--- config.mk ---
export PLATFORM = sky130hd
export DESIGN_NAME = rms_cell
export DESIGN_NICKNAME = d
export VERILOG_FILES = /design/src/sv/rms_cell.sv
export SDC_FILE = /design/constraint.sdc
export NUM_CORES = 1
export LEC_CHECK = 0
export BUFFER_PORTS_ARGS = -buffer_cell sky130_fd_sc_hd__clkbuf_2
export CORE_ASPECT_RATIO = 1.4
export CORE_MARGIN = 2
export CORE_UTILIZATION = 46
export DETAILED_ROUTE_END_ITERATION = 10
export PLACE_DENSITY = 0.86
export SYNTH_ARGS = -nofsm -noshare
export SYNTH_HDL_FRONTEND = slang
export SYNTH_SLANG_ARGS = --single-unit
--- constraint.sdc ---
create_clock -name clock -period 9.3 [get_ports clock]
set_input_delay 0.465 -clock clock [delete_from_list [all_inputs] [get_ports clock]]
set_output_delay 0.465 -clock clock [all_outputs]
set_load 0.05 [all_outputs]
--- src/sv/rms_cell.sv ---
// One cell of the sorted insertion row: holds a single sorted entry.
`default_nettype none

module rms_cell
   #(
      parameter int WIDTH       = 32,
      parameter int COUNT_WIDTH = 11,
      parameter int INDEX       = 0
   )
   (
      input  wire logic                    clock,
      input  wire logic                    insert,
      input  wire logic [COUNT_WIDTH-1:0]  count,
      input  wire logic [COUNT_WIDTH-1:0]  med_idx,
      input  wire logic signed [WIDTH-1:0] sample,
      input  wire logic signed [WIDTH-1:0] left_value,
      input  wire logic                    left_greater,
      output logic signed [WIDTH-1:0]      value,
      output logic                         greater,
      output logic [WIDTH-1:0]             tap
   );

   localparam logic [COUNT_WIDTH-1:0] MY_INDEX = COUNT_WIDTH'(INDEX);

   logic signed [WIDTH-1:0] value_ff;
   logic signed [WIDTH-1:0] value_in;
   logic                    occupied;
   logic                    at_end;

   // The entry is live when it lies below the fill level.
   assign occupied = MY_INDEX < count;
   assign at_end   = MY_INDEX == count;
   assign greater  = occupied && (value_ff > sample);

   // Shift right when the left neighbour yields, take the sample at the insertion point.
   always_comb begin
      value_in = value_ff;
      if (insert) begin
         if (left_greater) begin
            value_in = left_value;
         end else if (greater || at_end) begin
            value_in = sample;
         end
      end
   end

   always_ff @(posedge clock) begin
      value_ff <= value_in;
   end

   // Offer the entry to the read-out tree when it is the median.
   assign tap   = (MY_INDEX == med_idx) ? value_ff : '0;
   assign value = value_ff;

endmodule

`default_nettype wire

==> results.md, run 1 <==
- Run status: completed
- DRC viols: 0
- Worst Hold Class: in2reg
- CTS clock-pin slew for the worst setup and hold paths: 70 ps
- Cts hold-fix bufs: 0
- Met1 wire length: 2.40 mm
- I/O pin cnt: 154
- Global-route usage over all layers: 0.226
- Vias in the first global route: 2,214
- Peak supply drop: 0.0983 mV
- Final Cell Area: 3280 µm²
- DR vias: 2,414
- # diodes: 0
- Max FFs per register: 32
- DR vias/cell: 5.03
- CP cell instances: ha_1 > nand4_1 > nor2_1 > a221o_1 > o31a_1 > or4b_4 > a31oi_4
- Slew HR: 0.272
- Cts repair resizes: 0
- H-tree Lvls: 2
- Total CTS buffers: 5
- Clock Latency Late Sink: 280 ps
- CP peak stage delay: 890 ps
- Die width: 64.6 µm
- Worst Path Arrival: 3420 ps
- Clock sink count: 32
- Least-Margin Pin Slew: 1090 ps
- DR top layer: met4
- WL met2: 3.44 mm
- Total power: 0.427 mW
- CP Max Fanout: 32
- Max Cap Viol: 0
- Avg Inst Size Synth: 8.94 µm²
- Final hold viol count: 0
- Number of post-CTS setup repair buffers: 0
- Yosys cell types: 26
- First-pass DRT Iterations: 5
- Seq cells post-synth: 32
- Antenna Violating Nets Remaining: 0
- Fillers: 423
- RSZ-0062 raised after global routing: false
- Final Setup Violations: 0
- DR WL met3: 428 µm
- Grt ovf: 0
- Seq/Total Area, Yosys: 0.407
- Placeable Area: 4880 µm²
- Worst EP required: 9190 ps
- PortBufs: 153
- WL/cell: 13.3 µm
- Initial DRC Count: 67
- Setup WS pre-CTS: 5620 ps
- Post-Synthesis Net Count: 385
- Total negative slack: 0 ps
- Critical path capture point type: flop
- CP max-delay cell: a31oi_4
- WP buf/inv: 0
- Mapped Area: 2360 µm²
- Clock root buffer: clkbuf_8
- Wirelength, routed: 6.38 mm
- Synth Instances: 264
- Initial antenna violation count: 0
- DP HPWL: 5.24 mm
- Period Utilization, post-route: 0.380
- Placed cell area: 3200 µm²
- WS Path Type: reg2reg
- CTS Buffer Depth: 2
- Delay-heaviest family, CP: compound AO/OA/AOI/OAI gates
- Min Tclk post-route: 3530 ps
- Die ar.: 5730 µm²
- Area delta synth->final: 38.8%
- Die H: 88.8 µm
- Worst Clk Skew: 7.77 ps
- Core Rows: 30
- CTS tree: done
- Starting Density: 0.484
- Leak: 1.73 nW
- Largest net degree at the start of global routing: 65
- Final Util: 0.672
- Layout cells sized above 1: 0.394
- Total number of yosys warnings: 0
- Final net count: 536
- Placer Congestion: 0.777
- Worst Setup Start Kind: flop
- Final setup margin: 5770 ps
- Count of pins over their slew limit: 0
- First-pass GRT wire length: 9.92 mm
- F_max: 0.283 GHz
- Pwr Density: 130 nW/µm²
report_power, final:
part / internal (mW) / total [mW] / switching (mW) / leakage [nW]
combinational: 0.0448 / 0.139 / 0.0945 / 1.38
sequential: 0.177 / 0.186 / 0.00966 / 0.309
clock: 0.0521 / 0.101 / 0.0490 / 0.0399
total: 0.274 / 0.427 / 0.153 / 1.73
worst min-delay path, delay by kind of cell:
kind            cells  cell delay, ps
buf+inv             1              70
simple gates        1              40
compound gates      1              60
cell type report:
type                       count  area, µm²  share of cell area
tap                           64       80.1              0.0244
inverter                      33        124              0.0378
sequential                    32        961               0.293
clock buffer                   7       76.3              0.0233
timing repair buffer         154        773               0.236
clock inverter                 1       3.75             0.00115
multi-input combinational    189       1260               0.384
final timing paths:
check | end | cells after the start | start | slack (ps)
worst min-delay path | value[14]$_DFFE_PP_ | 3 | left_value[14] | 470
worst max-delay path | value[29]$_DFFE_PP_ | 7 | value[14]$_DFFE_PP_ | 5770
worst min register to register | value[3]$_DFFE_PP_ | 3 | value[31]$_DFFE_PP_ | 1390
worst max register to register | value[29]$_DFFE_PP_ | 7 | value[14]$_DFFE_PP_ | 5770
Yosys cell counts:
cell type  instances  area (µm²)
a2111oi_0          1        8.76
a211oi_1           1        7.51
a21o_1             1        7.51
a21oi_1           12        60.1
a21oi_2            1        8.76
a221o_1            1        10.0
a22oi_1            1        7.51
a31oi_1            2        12.5
and2_1            32         200
buf_1              1        3.75
clkbuf_1           9        33.8
edfxtp_1          32         961
ha_1              32         400
inv_1             33         124
mux2_2             1        11.3
nand2_1           40         150
nand3_1            3        15.0
nand4_1            8        50.1
nor2_1             5        18.8
nor2b_1            1        6.26
nor3_1             1        5.00
nor4_1             7        43.8
o211ai_1           3        22.5
o21ai_0           34         170
o31a_1             1        8.76
or4b_4             1        13.8
through the flow:
stage	hold slack, ps	instances
6_report	465	480
5_1_grt	467	480
4_1_cts	461	480
3_5_place_dp	748	472
3_3_place_gp	746	472
2_1_floorplan	652	264
layout by cell type, fill, tap and decap left out, types with 6 or more instances in the layout:
master,n
a21oi_1,12
o21ai_0,34
edfxtp_1,32
and2_1,32
nor4_1,6
nand2_1,40
nand4_1,8
ha_1,32
clkbuf_2,153
inv_1,33
logic make-up after synthesis:
| kind of cell | share of synthesized area |
|---|---|
| multiplexers | 0.00477 |
| AO/OA/AOI/OAI | 0.137 |
| buffers and inverters | 0.0684 |
| AND/OR/NAND/NOR | 0.213 |
| flip-flops | 0.407 |
| adder cells (fa/ha/maj) | 0.170 |
routing by layer:
metal  global-route usage  vias to the layer above
met4               0.0754                        0
met5                    0                        -
met3               0.0407                       11
li1                     -                     1229
met1                0.247                     1070
met2                0.436                      104
Note: power is estimated with default switching activity, not from simulation.
==> inputs of run 2 (changes only) <==
- CORE_UTILIZATION: 46 -> 39
- PLACE_DENSITY: 0.86 -> 0.78
- clock period: 9.3 -> 3.1 ns (I/O delays scaled with it)
==> run 2 against run 1 <==
Worst setup slack lost 5600 ps. Die area is 17% higher. Via count grew 0.70%. Cell count up 1.7%. Clock power rose to 2.9 times the previous value.
==> results.md, run 2 (synthesis results as in run 1) <==
- Delay-heaviest family, CP: simple AND/OR/NAND/NOR gates
- WP buf/inv: 1
- CP cell instances: ha_1 > nand4_1 > nor2_1 > a221o_1 > o31a_1 > or4b_4 > nand2_1 > clkbuf_2
- Cts repair resizes: 0
- Die width: 69.8 µm
- Setup WS pre-CTS: 211 ps
- Die ar.: 6700 µm²
- Antenna Violating Nets Remaining: 0
- Core Rows: 33
- Largest net degree at the start of global routing: 47
- Non-Filler Instances: 488
- CTS Buffer Depth: 2
- Total CTS buffers: 5
- Max FFs per register: 32
- Final net count: 539
- DR vias: 2,431
- Number of post-CTS setup repair buffers: 0
- First-pass DRT Iterations: 4
- Worst Hold Class: in2reg
- Min Hold Slack: 155 ps
- Vias in the first global route: 2,263
- Worst Clk Skew: 6.87 ps
- Worst Setup SP: value[15]$_DFFE_PP_
- Placed Instances: 481
- PortBufs: 153
- Clock Latency Late Sink: 280 ps
- Slew HR: 0.612
- Initial DRC Count: 70
- Worst Setup EP: greater
- Placeable Area: 5860 µm²
- Placer Congestion: 0.810
- WL/cell: 12.8 µm
- Cts hold-fix bufs: 0
- FF-to-FF path depth: 8
- Max Cap Viol: 0
- RSZ-0062 raised after global routing: false
- Initial antenna violation count: 0
- RR Startpoint: value[15]$_DFFE_PP_
- Min-delay src: left_value[13]
- Final Setup Violations: 0
- Grt ovf: 0
- Final setup margin: 145 ps
- H-tree Lvls: 2
- CP Max Fanout: 3
- Critical path capture point type: output pin
- Clock sink count: 32
- First-pass GRT wire length: 9.66 mm
- Area delta synth->final: 42.1%
- Pwr Density: 384 nW/µm²
- Run status: completed
- Wirelength, routed: 6.24 mm
- Count of pins over their slew limit: 0
- Die H: 96.1 µm
- Worst Setup Start Kind: flop
- Worst Path Arrival: 2800 ps
- Least-Margin Pin Slew: 576 ps
- # diodes: 0
- DR vias/cell: 4.98
- I/O pin cnt: 154
- F_max: 0.338 GHz
- CTS clock-pin slew for the worst setup and hold paths: 70 ps
- Peak supply drop: 0.228 mV
- Critical Path Stages: 8
- Period Utilization, post-route: 0.953
- CP peak stage delay: 570 ps
- Starting Density: 0.403
- Global-route usage over all layers: 0.181
- CP max-delay cell: or4b_4
- Worst EP required: 2940 ps
- Most common cell after layout, fill and taps aside: clkbuf_2
- Final hold viol count: 0
- Reg2reg end: value[25]$_DFFE_PP_
- DRC viols: 0
- Clock root buffer: clkbuf_8
- Min Tclk post-route: 2960 ps
- Flop-to-flop setup slack: 190 ps
- WS Path Type: reg2out
- CTS tree: done
- DP HPWL: 5.21 mm
- Commonest cells after routing, fill and taps aside: 153 x clkbuf_2, 40 x nand2_1, 34 x o21ai_0
- Layout cells sized above 1: 0.404
- Leak: 1.75 nW
==> run 2: worst min path at each step <==
stage	end	slack, ps	cells past startpoint
after floorplan	value[30]$_DFFE_PP_	340	2
after global placement	value[23]$_DFFE_PP_	430	3
after detailed placement	value[2]$_DFFE_PP_	440	3
after CTS	value[25]$_DFFE_PP_	150	3
after global routing	value[2]$_DFFE_PP_	160	3
final	value[13]$_DFFE_PP_	150	3
==> run 2: per-stage QoR <==
step / setup TNS, ps / power [mW] / utilization / instance area, µm²
2_1_floorplan: -7210 / 0.852 / - / 2400
3_3_place_gp: 0 / 0.995 / 0.559 / 3280
3_5_place_dp: 0 / 1.01 / 0.559 / 3280
4_1_cts: 0 / 1.30 / 0.572 / 3350
5_1_grt: 0 / 1.36 / 0.572 / 3350
6_report: 0 / 1.29 / 0.572 / 3350
==> run 2: worst min-delay path: stages <==
cell and delay (ps):
clkbuf_2 80, nand2_1 40, o21ai_0 60
==> run 2: layout make-up <==
cell class              instances  area (µm²)
fillers                       559        2510
multi-input cells             189        1280
flip-flops and latches         32         961
repair buffers                157         821
inverters                      33         124
well taps                      70        87.6
clock buffers                   5        68.8
clock inverters                 2        7.51
==> run 2: layer usage <==
metal  part of all wire  track usage  vias to the layer above
met5                  0            0                        -
met4              0.012       0.0593                        0
met3              0.069       0.0461                        6
met2               0.54        0.348                       91
met1               0.38        0.194                     1105
li1                   -            -                     1229
==> run 2: power breakdown <==
part | total [mW] | switching, mW | internal [mW] | leakage [nW]
sequential | 0.558 | 0.0292 | 0.529 | 0.309
combinational | 0.434 | 0.286 | 0.148 | 1.41
clock | 0.294 | 0.147 | 0.148 | 0.0391
total | 1.29 | 0.461 | 0.825 | 1.75
==> inputs of run 3 (changes only) <==
- BUFFER_PORTS_ARGS: -buffer_cell sky130_fd_sc_hd__clkbuf_2 -> -buffer_cell sky130_fd_sc_hd__buf_4
==> run 3 against run 2 <==
Sequential share of layout area down 2.8 points. Global-route usage up 2.1 points. Hold slack worse by 1.3 ps. Total power up 3.5%. Sequential cell count unchanged. Design area up 11%. Wire length up 8.8%. Clock skew down 4.9 ps. Clock power down 4%. Critical path depth unchanged. Worst setup slack better by 92 ps.
==> results.md, run 3 (synthesis results as in run 1) <==
- Run status: completed
- DRC viols: 0
- Max FFs per register: 32
- Met3 Use GR: 0.0461
- DR vias: 2,443
- Grt ovf: 0
- Worst Clk Skew: 1.97 ps
- Initial DRC Count: 83
- Vias in the first global route: 2,476
- Total negative slack: 0 ps
- Starting Density: 0.403
- Cts hold-fix bufs: 0
- DR vias/cell: 5.04
- Max Cap Viol: 0
- CTS clock-pin slew for the worst setup and hold paths: 60 ps
- DP HPWL: 5.61 mm
- Commonest cells after routing, fill and taps aside: 154 x buf_4, 40 x nand2_1, 34 x o21ai_0
- H-tree Lvls: 2
- GR peak layer: met2
- Global-route usage over all layers: 0.202
- Antenna Violating Nets Remaining: 0
- Core Rows: 33
- Final Cell Area: 3720 µm²
- First-pass DRT Iterations: 4
- Placer Congestion: 0.792
- Final Setup Violations: 0
- Total CTS buffers: 5
- Placed Instances: 480
- Slew HR: 0.646
- Area of the multi-input gates: 1280 µm²
- Worst Path Arrival: 2850 ps
- Setup WS pre-CTS: 237 ps
- Die ar.: 6700 µm²
- Clock Latency Late Sink: 280 ps
- WS Path Type: reg2reg
- PortBufs: 153
- Area delta synth->final: 57.7%
- Int Pwr: 0.876 mW
- CP cell instances: ha_1 > nand4_1 > nor2_1 > a221o_1 > o31a_1 > or4b_4 > a31oi_4 > buf_12
- Count of pins over their slew limit: 0
- Switching share of total power: 0.342
- RSZ-0062 raised after global routing: false
- Placeable Area: 5860 µm²
- Die width: 69.8 µm
- Final setup margin: 237 ps
- Combinational share of power: 0.368
- Placed cell area: 3650 µm²
- Worst Hold Class: in2reg
- CP peak stage delay: 560 ps
- CP Max Fanout: 17
- CTS tree: done
- Pwr Density: 358 nW/µm²
- Peak supply drop: 0.240 mV
- Worst Setup Start Kind: flop
- First-pass GRT wire length: 10.8 mm
- WL/cell: 14.0 µm
- CTS Buffer Depth: 2
- Initial antenna violation count: 0
- Wirelength, routed: 6.80 mm
- Critical path capture point type: flop
- Final hold viol count: 0
- Min Tclk post-route: 2860 ps
- Clock sink count: 32
- Largest net degree at the start of global routing: 65
- Leak: 1.85 nW
- Layout cells sized above 1: 0.405
- Storage cell area: 961 µm²
- Die H: 96.1 µm
- Fillers: 510
- Most common cell after layout, fill and taps aside: buf_4
- Min Hold Slack: 153 ps
- Sequential group share of total power: 0.420
- Number of post-CTS setup repair buffers: 0
- Cts repair resizes: 0
- Worst EP required: 3090 ps
- P_sw: 0.456 mW
- Period Utilization, post-route: 0.924
- CP max-delay cell: or4b_4
- I/O pin cnt: 154
- # diodes: 0
- Clock share of power: 0.212
- GR Layer Usage met1: 0.208
- Non-Filler Instances: 485
- Final net count: 538
- F_max: 0.349 GHz
- Grt met2 use: 0.402
- Least-Margin Pin Slew: 526 ps
- Clock root buffer: clkbuf_8
run 3: changes by cell type in the layout (fill, tap and decap cells not counted), sizes merged:
cell	delta
clkbuf	-153
buf	+152
clkinv	-2
run 3: critical path, delay by kind of cell (launching register included):
family	cells	cell delay, ps
simple gates	3	780
fa+ha+maj	1	330
flops	1	420
compound gates	3	840
buf+inv	1	200
run 3: path summary, 6_finish.rpt:
check | start | endpoint | slack (ps) | cells after the start
hold reg to reg | value[31]$_DFFE_PP_ | value[28]$_DFFE_PP_ | 1220 | 4
setup reg to reg | value[10]$_DFFE_PP_ | value[30]$_DFFE_PP_ | 240 | 8
hold / removal | left_value[20] | value[20]$_DFFE_PP_ | 150 | 3
setup / recovery | value[10]$_DFFE_PP_ | value[30]$_DFFE_PP_ | 240 | 8
run 3: routing by layer:
| layer | vias up | part of all wire |
|---|---|---|
| li1 | 1228 | - |
| met1 | 1113 | 0.37 |
| met2 | 91 | 0.56 |
| met3 | 11 | 0.061 |
| met4 | 0 | 0.013 |
| met5 | - | 0 |
run 3: final cells by class:
type | count | area share
repair buffers | 156 | 0.321
clock buffers | 5 | 0.0185
flip-flops and latches | 32 | 0.258
inverters | 33 | 0.0333
multi-input cells | 189 | 0.345
well taps | 70 | 0.0235
run 3: stage by stage:
stage | power (mW) | util
finish | 1.33 | 0.635
global route | 1.41 | 0.635
CTS | 1.35 | 0.635
detailed placement | 1.06 | 0.623
global placement | 1.05 | 0.623
floorplan | 0.852 | -
run 3: power by group through the flow:
stage | sequential, mW | combinational [mW] | clock [mW]
detailed placement | 0.568 | 0.495 | 0
finish | 0.559 | 0.490 | 0.283
global placement | 0.565 | 0.484 | 0
global route | 0.564 | 0.534 | 0.310
floorplan | 0.690 | 0.162 | 0
CTS | 0.559 | 0.497 | 0.293
